## config.mk

```make
export PLATFORM = sky130hd
export DESIGN_NAME = uel_ctrl
export DESIGN_NICKNAME = d
export VERILOG_FILES = /design/src/sv/uel_pkg.sv /design/src/sv/uel_ctrl.sv
export SDC_FILE = /design/constraint.sdc
export NUM_CORES = 1
export LEC_CHECK = 0
export BUFFER_PORTS_ARGS = -buffer_cell sky130_fd_sc_hd__buf_2
export CORE_AREA = 3 3 40 42
export DETAILED_ROUTE_END_ITERATION = 10
export DIE_AREA = 0 0 43 45
export PLACE_DENSITY = 0.77
export SYNTH_ARGS = -nofsm -noshare
export SYNTH_HDL_FRONTEND = slang
export SYNTH_SLANG_ARGS = --single-unit
export TNS_END_PERCENT = 5
```

## constraint.sdc

```tcl
create_clock -name clk -period 3.2 [get_ports clk]
set_input_delay 0.32 -clock clk [delete_from_list [all_inputs] [get_ports clk]]
set_output_delay 0.32 -clock clk [all_outputs]
set_load 0.01 [all_outputs]
```

## src/sv/uel_pkg.sv

```systemverilog
// ---------------------------------------------------------------------------
// uel_pkg: shared types for the line envelope block
// controller states, command and status bundles, result kinds
// ---------------------------------------------------------------------------
package uel_pkg;

  localparam logic signed [63:0] VALUE_MIN = 64'sh8000_0000_0000_0000;

  typedef enum logic [3:0] {
    ST_IDLE,
    ST_I_RD,
    ST_I_SEL,
    ST_H_START,
    ST_H_DIV,
    ST_H_CMP,
    ST_H_POP,
    ST_I_FIN,
    ST_Q_RD,
    ST_Q_CHK,
    ST_Q_MUL,
    ST_Q_ADD
  } uel_state_t;

  typedef enum logic [1:0] {
    RES_INS_OK,
    RES_INS_DROP,
    RES_EMPTY,
    RES_VALUE
  } resp_kind_t;

  typedef struct packed {
    logic       load;
    logic       rd_old;
    logic       cand_new;
    logic       cand_old;
    logic       skip_old;
    logic       push;
    logic       div_start;
    logic       pop;
    logic       pop_load;
    logic       commit;
    logic       q_rd;
    logic       q_chk;
    logic       mul;
    logic       resp;
    resp_kind_t kind;
  } uel_cmd_t;

  typedef struct packed {
    logic cnt_zero;
    logic i_lt_cnt;
    logic placed;
    logic old_eq;
    logic old_ge;
    logic old_gt;
    logic h_zero;
    logic h_ge2;
    logic pop_ok;
    logic div_done;
    logic h_over;
    logic q_hit;
    logic q_last;
  } uel_status_t;

endpackage

```

## src/sv/uel_ctrl.sv

```systemverilog
// ---------------------------------------------------------------------------
// uel_ctrl: sequencer for insert and query
// walks the merge, hull stack and query scan through the datapath
// ---------------------------------------------------------------------------
module uel_ctrl (
  input  logic                clk,
  input  logic                rst_n,
  input  logic                start,
  input  logic                in_mode,
  input  uel_pkg::uel_status_t st,
  output logic                busy,
  output uel_pkg::uel_cmd_t   cmd
);
  import uel_pkg::*;

  uel_state_t state_r, state_nxt;

  always_ff @(posedge clk) begin
    if (!rst_n) state_r <= ST_IDLE;
    else        state_r <= state_nxt;
  end

  always_comb begin
    state_nxt = state_r;
    unique case (state_r)
      ST_IDLE: begin
        if (start) begin
          if (!in_mode)         state_nxt = ST_I_RD;
          else if (!st.cnt_zero) state_nxt = ST_Q_RD;
        end
      end
      ST_I_RD: begin
        if (st.i_lt_cnt)     state_nxt = ST_I_SEL;
        else if (!st.placed) state_nxt = ST_H_START;
        else                 state_nxt = ST_I_FIN;
      end
      ST_I_SEL: begin
        priority if (st.old_eq)              state_nxt = st.old_ge ? ST_IDLE : ST_I_RD;
        else if (!st.placed && st.old_gt)    state_nxt = ST_H_START;
        else                                 state_nxt = ST_H_START;
      end
      ST_H_START: state_nxt = st.h_zero ? ST_I_RD : ST_H_DIV;
      ST_H_DIV:   if (st.div_done) state_nxt = ST_H_CMP;
      ST_H_CMP:   state_nxt = (st.h_ge2 && st.pop_ok) ? ST_H_POP : ST_I_RD;
      ST_H_POP:   state_nxt = ST_H_START;
      ST_I_FIN:   state_nxt = ST_IDLE;
      ST_Q_RD:    state_nxt = ST_Q_CHK;
      ST_Q_CHK:   state_nxt = (st.q_hit || st.q_last) ? ST_Q_MUL : ST_Q_RD;
      ST_Q_MUL:   state_nxt = ST_Q_ADD;
      ST_Q_ADD:   state_nxt = ST_IDLE;
      default:    state_nxt = ST_IDLE;
    endcase
  end

  always_comb begin
    cmd      = '0;
    cmd.kind = RES_INS_OK;
    busy     = state_r != ST_IDLE;
    unique case (state_r)
      ST_IDLE: begin
        if (start) begin
          if (in_mode && st.cnt_zero) begin
            cmd.resp = 1'b1;
            cmd.kind = RES_EMPTY;
          end else begin
            cmd.load = 1'b1;
          end
        end
      end
      ST_I_RD: begin
        if (st.i_lt_cnt)     cmd.rd_old   = 1'b1;
        else if (!st.placed) cmd.cand_new = 1'b1;
      end
      ST_I_SEL: begin
        priority if (st.old_eq) begin
          if (st.old_ge) cmd.resp     = 1'b1;
          else           cmd.skip_old = 1'b1;
        end else if (!st.placed && st.old_gt) begin
          cmd.cand_new = 1'b1;
        end else begin
          cmd.cand_old = 1'b1;
        end
      end
      ST_H_START: begin
        if (st.h_zero) cmd.push      = 1'b1;
        else           cmd.div_start = 1'b1;
      end
      ST_H_DIV: ;
      ST_H_CMP: begin
        if (st.h_ge2 && st.pop_ok) cmd.pop  = 1'b1;
        else                       cmd.push = 1'b1;
      end
      ST_H_POP: cmd.pop_load = 1'b1;
      ST_I_FIN: begin
        cmd.resp = 1'b1;
        if (st.h_over) cmd.kind = RES_INS_DROP;
        else           cmd.commit = 1'b1;
      end
      ST_Q_RD:  cmd.q_rd  = 1'b1;
      ST_Q_CHK: cmd.q_chk = 1'b1;
      ST_Q_MUL: cmd.mul   = 1'b1;
      ST_Q_ADD: begin
        cmd.resp = 1'b1;
        cmd.kind = RES_VALUE;
      end
      default: ;
    endcase
  end

endmodule

```

==> results.md, run 1 <==
* Outcome: completed
* Yosys top cell area share at about 15%
* Total CTS buffers at 3
* Crit-path slowest cell: dfxtp_1
* Die H at about 45 um
* Area leader, netlist: dfxtp_1
* Setup crit end kind: primary output
* H-tree Lvls at 1
* Biggest regs: state_r x4
* IO Count at 34
* Final Hold Viols at 0
* CP bufs+invs at 1
* Reg with most FFs: state_r
* Max VDD drop at between 500 and 600 uV
* Most frequent cells in the layout: 33 x buf_2, 7 x a21oi_1, 6 x nand2_1
* Sequential area share after synthesis at between 10 and 15%
* Switch share at approximately half
* Max_slew headroom at 60.3%
* Core area at between 1000 and 1500 sq um
* Clk_lat worst skew at 0.23 ns
* First-pass GRT wire length at between 2000 and 2500 um
* Via/cell ratio at between 5 and 6
* Final #Nets at between 100 and 150
* Final GP Congestion at around 0.85
* Netlist cell types at 38
* Syn_area_per_cell at 7.12 sq um
* Switch Pwr at 0.229 mW
* Residual DRC at 0
* Pwr Density at around 670 nW/um^2
* Seq pwr share at 33.3%
* Full die area at 1940 sq um
* Synthesized Nets at 94
* Commonest non-fill, non-tap cell in the layout: buf_2
* Largest register FFs at 4
* Root Driver: clkbuf_4
* Startpoint class of the critical path: flip-flop
* FMAX at roughly 460 MHz
* Routed wire length at between 1000 and 1500 um
* Critical path cell sequence: nand2b_4, nor4_1, nand2_1, a21oi_1, buf_2
* Int Pwr at 0.241 mW
* Clock transition at path regs at 0.03 ns
* Largest net degree at the start of global routing at 20
* EDFF count, synth at 0
* Design area at roughly 700 sq um
* Total grt overflow at 0
* Gr usage total at around 15%
* Final ANT Viol Nets at 0
* Type of the worst setup path: reg -> out
* Largest cells by area after synthesis: dfxtp_1 15%, a21oi_1 6.4%, buf_4 5.5%, nand2b_4 5.0%, nand2b_1 4.6%
* Clock share of power at roughly an eighth
* Period utilisation layout at roughly two thirds
* # setup viols final at 0
* Hold Crit Class: in -> reg
* Slowest cell delay on critical path at 0.68 ns
* CTS Sinks at 4
* Drt first pass iters at 4
* Synthesis-to-finish area growth at 27.9%
* Pleak at between 0.3 and 0.4 nW
* Combinational fraction of design power at between 50% and 60%
* RSZ-0062 raised after global routing: false
* CTS tree: yes
* Crit path time final at 2.19 ns
* Setup bufs post-CTS at 0
* Cts repair resizes at 0
* Seq cells post-synth at 4
* Clk_skew at between 0.003 and 0.004 ns
* Diodes inserted at 0
* Gate Count Post-Synth at 77
* WP data required at 2.88 ns
* Cts hold-fix bufs at 0
* Share of cells above drive strength 1 at between 40 and 50%
* Pwr Total at roughly 0.47 mW
* Async S/R FF share, synth at 0%
* Wire length per cell at approximately 12 um
* Setup TNS Final at 0 ns
* Initial antenna violation count at 0
* Worst slew pin tran at approximately 0.60 ns
* Starting DRT DRC Count at 17
* Vias in the first global route at 534
* Total number of vias at 670
* Max clock buf depth at 2
* Synth Flop Type: dfxtp_1
* Critical path arrival at between 1.5 and 2 ns
* Num rows at 13
* Initial core utilization at 42.6%
* DP HPWL at ~1100 um
* Hold WS at between 0.3 and 0.4 ns
* Ys Warns at 0
* Crit path max fanout at 18
* Port Buffers at 33
* Max-slew violations at 0
* Mapped Area at 548 sq um
* Max-cap viol count at 0
* Die X at approximately 43 um
* Placed standard-cell area at about 680 sq um
* Crit-path leading delay family: flip-flops
-- cell usage after synthesis, drive strengths merged, types with 2 or more instances --
| cell | number |
|---|---|
| and3 | 2 |
| nor3b | 2 |
| nor4 | 3 |
| inv | 2 |
| or2 | 2 |
| a31oi | 2 |
| clkbuf | 2 |
| a21oi | 7 |
| nand2 | 6 |
| nand3 | 2 |
| nor2b | 2 |
| a21boi | 2 |
| nand2b | 6 |
| nor2 | 4 |
| buf | 6 |
| nor3 | 4 |
| dfxtp | 4 |
| nand3b | 3 |
-- power by group through the flow --
stage          clock, mW  sequential [mW]  combinational [mW]
2_1_floorplan          0           0.0730               0.285
3_3_place_gp           0            0.152               0.251
3_5_place_dp           0            0.156               0.254
4_1_cts           0.0646            0.154               0.255
5_1_grt           0.0702            0.165               0.280
6_report          0.0612            0.156               0.253
-- per-stage QoR --
step	setup WS, ns	utilization [%]	std cells
2_1_floorplan	1.66	-	77
3_3_place_gp	1.40	52.8	117
3_5_place_dp	1.27	52.8	117
4_1_cts	1.01	54.5	120
5_1_grt	0.672	54.5	120
6_report	1.01	54.5	120
-- final cells by class --
cell class	count	area [sq um]
Clock buffer	3	22.5
Sequential cell	4	80.1
Tap cell	15	18.8
Inverter	2	7.51
Fill cell	137	584
Timing Repair Buffer	33	165
Multi-Input combinational cell	63	407
-- cells by family (layout without fill, tap and decap cells) --
kind of cell | Yosys count | count (layout) | share of synthesized area (%)
AO/OA/AOI/OAI | 22 | 22 | 27.2
buffers and inverters | 10 | 38 | 11.2
AND/OR/NAND/NOR | 41 | 41 | 47.0
flip-flops | 4 | 4 | 14.6
-- metal layers --
| layer | global-route usage, % | part of all wire [%] | vias to the layer above |
|---|---|---|---|
| met5 | 0 | 0 | - |
| li1 | - | - | 339 |
| met4 | 3.61 | 0.96 | 0 |
| met2 | 23.7 | 45 | 24 |
| met1 | 19.4 | 46 | 305 |
| met3 | 7.97 | 7.2 | 2 |
-- final timing paths --
| kind | startpoint | to | slack [ns] | depth (start not counted) |
|---|---|---|---|---|
| max | state_r[1]$_SDFFE_PN0P_ | cmd[13] | 1.01 | 5 |
| min | rst_n | state_r[2]$_SDFFE_PN0P_ | 0.34 | 2 |
| max reg2reg | state_r[3]$_SDFFE_PN0P_ | state_r[1]$_SDFFE_PN0P_ | 1.55 | 4 |
| min reg2reg | state_r[2]$_SDFFE_PN0P_ | state_r[3]$_SDFFE_PN0P_ | 0.75 | 1 |
-- worst reg2reg max path: stages (launching register included) --
cell	delay, ns
dfxtp_1	0.68
nand2b_4	0.28
nor3b_1	0.08
a21o_1	0.19
o41a_1	0.30
No activity file was read; power rests on OpenSTA's default activity.
==> run 2: changes to the inputs <==
--- a/config.mk
+++ b/config.mk
@@ -6,10 +6,10 @@
 export NUM_CORES = 1
 export LEC_CHECK = 0
 export BUFFER_PORTS_ARGS = -buffer_cell sky130_fd_sc_hd__buf_2
-export CORE_AREA = 3 3 40 42
+export CORE_MARGIN = 3
+export CORE_UTILIZATION = 37
 export DETAILED_ROUTE_END_ITERATION = 10
-export DIE_AREA = 0 0 43 45
-export PLACE_DENSITY = 0.77
+export PLACE_DENSITY = 0.74
 export SYNTH_ARGS = -nofsm -noshare
 export SYNTH_HDL_FRONTEND = slang
 export SYNTH_SLANG_ARGS = --single-unit
==> constraint.sdc (replaced) <==
create_clock -name clk -period 1.9 [get_ports clk]
set_input_delay 0.19 -clock clk [delete_from_list [all_inputs] [get_ports clk]]
set_output_delay 0.19 -clock clk [all_outputs]
set_load 0.01 [all_outputs]
==> results.md, run 2 (synthesis results as in run 1) <==
* FMAX at around 560 MHz
* CTS Sinks at 4 (unchanged)
* IO Count at 34 (unchanged)
* Fillers at 138 (+0.73%)
* Port Buffers at 33 (unchanged)
* Synthesis-to-finish area growth at 35.4%
* Clock transition at path regs at 0.04 ns (about the same)
* Crit path time final at ~1.8 ns
* Max VDD drop at 728 uV (+27%)
* First-pass GRT wire length at 2470 um (+9.1%)
* Final GP Congestion at 0.856 (+0.41%)
* Full die area at 1980 sq um (+2.3%)
* H-tree Lvls at 1 (unchanged)
* Share of cells above drive strength 1 at 46.3% (+5.3 points)
* Num rows at 13 (unchanged)
* Die H at 44.5 um (-1.1%)
* # setup viols final at 0 (unchanged)
* Via/cell ratio at 5.42 (-2.9%)
* Clk_skew at 0.00152 ns (-0.00240 ns)
* CTS tree: yes
* Commonest non-fill, non-tap cell in the layout: buf_2
* DP HPWL at 1200 um (+6.3%)
* Core area at 1350 sq um (+5.1%)
* RSZ-0062 raised after global routing: false
* Combinational fraction of design power at 58.7% (+5.0 points)
* Die X at 44.5 um (+3.5%)
* Switch share at 48.5% (-0.26 points)
* Final #Nets at 127 (+2.4%)
* Pleak at 0.353 nW (+5.4%)
* Wire length per cell at 12.7 um (+3.9%)
* Root Driver: clkbuf_4
* Hold Crit Class: in -> reg
* Total CTS buffers at 3 (unchanged)
* Crit path max fanout at 10 (-8)
* Diodes inserted at 0 (unchanged)
* Clk_lat worst skew at 0.24 ns (about the same)
* Period utilisation layout at between 90% and 100%
* Type of the worst setup path: reg -> out
* Worst slew pin tran at 0.399 ns (-0.196 ns)
* WP data required at 1.71 ns (-1.17 ns)
* Max-cap viol count at 0 (unchanged)
* Switch Pwr at 0.418 mW (+82%)
* Final ANT Viol Nets at 0 (unchanged)
* Outcome: completed
* Setup crit end kind: primary output
* Pwr Density at 1160 nW/um^2 (+73%)
* Routed wire length at 1560 um (+6.5%)
* Largest register FFs at 4 (unchanged)
* Seq pwr share at 28.2% (-5.1 points)
* Startpoint class of the critical path: flip-flop
* Gr usage total at 16.7% (+1.3 points)
* Max clock buf depth at 2 (unchanged)
* Vias in the first global route at 607 (+14%)
* Int Pwr at 0.444 mW (+84%)
* Biggest regs: state_r x4
* Drt first pass iters at 4 (unchanged)
* Most frequent cells in the layout: 33 x buf_2, 7 x a21oi_1, 6 x nand2_1, 4 x nand2b_1, 4 x nor3_1
* Setup TNS Final at 0 ns (unchanged)
* Total number of vias at 667 (-0.45%)
* Initial antenna violation count at 0 (unchanged)
* Max-slew violations at 0 (unchanged)
* Largest net degree at the start of global routing at 19 (-5.0%)
* Initial core utilization at 40.6% (-2.1 points)
* Critical path arrival at 1.60 ns (-0.27 ns)
* Setup bufs post-CTS at 0 (unchanged)
* Max_slew headroom at 73.2% (+13 points)
* Residual DRC at 0 (unchanged)
* Clock share of power at 13.1% (about the same)
* Reg with most FFs: state_r
* Hold WS at 0.200 ns (-0.142 ns)
* Final Hold Viols at 0 (unchanged)
* Total grt overflow at 0 (unchanged)
* Starting DRT DRC Count at 8 (-9)
==> run 2: changes by cell type in the layout (fill, tap and decap cells not counted) <==
cell / change
dfxtp_2: +3
nor4_1: -1
buf_4: +3
dfxtp_1: -3
nor4_4: +1
==> run 2: worst max-delay path, cell delays in order (launching register included) <==
cell and delay (ns):
dfxtp_1 0.42, nand2b_4 0.22, or4_4 0.44, a21oi_1 0.13, buf_2 0.14
==> run 2: path summary, 6_finish.rpt <==
kind                                         startpoint                      end  slack, ns  cells after the start
worst max-delay path            state_r[2]$_SDFFE_PN0P_                  cmd[13]       0.11                      4
worst min-delay path                              rst_n  state_r[2]$_SDFFE_PN0P_       0.20                      2
worst max register to register  state_r[2]$_SDFFE_PN0P_  state_r[1]$_SDFFE_PN0P_       0.46                      4
worst min register to register  state_r[0]$_SDFFE_PN0P_  state_r[0]$_SDFFE_PN0P_       0.66                      2
==> run 2: repair_timing <==
item	4_1_cts	5_1_grt
endpoints found under the setup margin	2	3
hold buffers	0	0
hold endpoints to repair	0	0
resized for setup	2	3
==> run 2: per-stage QoR <==
stage | power (mW) | instances | cell area [sq um] | setup WS [ns] | util [%]
6_report | 0.861 | 123 | 742 | 0.107 | 55.0
5_1_grt | 0.933 | 123 | 742 | 0.0201 | 55.0
4_1_cts | 0.849 | 123 | 731 | 0.0678 | 54.1
3_5_place_dp | 0.723 | 120 | 701 | 0.169 | 51.9
3_3_place_gp | 0.712 | 120 | 701 | 0.252 | 51.9
2_1_floorplan | 0.602 | 77 | 548 | 0.495 | -
==> run 2: layer usage <==
metal | share of wire, % | wire, um | up-vias | track usage [%]
li1 | - | - | 343 | -
met1 | 46 | 725 | 294 | 21.1
met2 | 45 | 701 | 28 | 25.5
met3 | 7.5 | 117 | 2 | 5.69
met4 | 0.96 | 15 | 0 | 7.23
met5 | 0 | 0 | - | 0
==> run 2: power groups by stage <==
| stage | clock network [mW] | logic, mW | registers (mW) |
|---|---|---|---|
| after global routing | 0.121 | 0.561 | 0.251 |
| after detailed placement | 0 | 0.490 | 0.233 |
| final | 0.112 | 0.506 | 0.243 |
| after CTS | 0.118 | 0.497 | 0.233 |
| after floorplan | 0 | 0.480 | 0.123 |
| after global placement | 0 | 0.485 | 0.227 |
==> run 2: layout make-up <==
| class | instances | area, sq um | area share [%] |
|---|---|---|---|
| Multi-Input combinational cell | 63 | 422 | 56.8 |
| Timing Repair Buffer | 36 | 188 | 25.3 |
| Sequential cell | 4 | 83.8 | 11.3 |
| Clock buffer | 3 | 22.5 | 3.04 |
| Tap cell | 15 | 18.8 | 2.53 |
| Inverter | 2 | 7.51 | 1.01 |
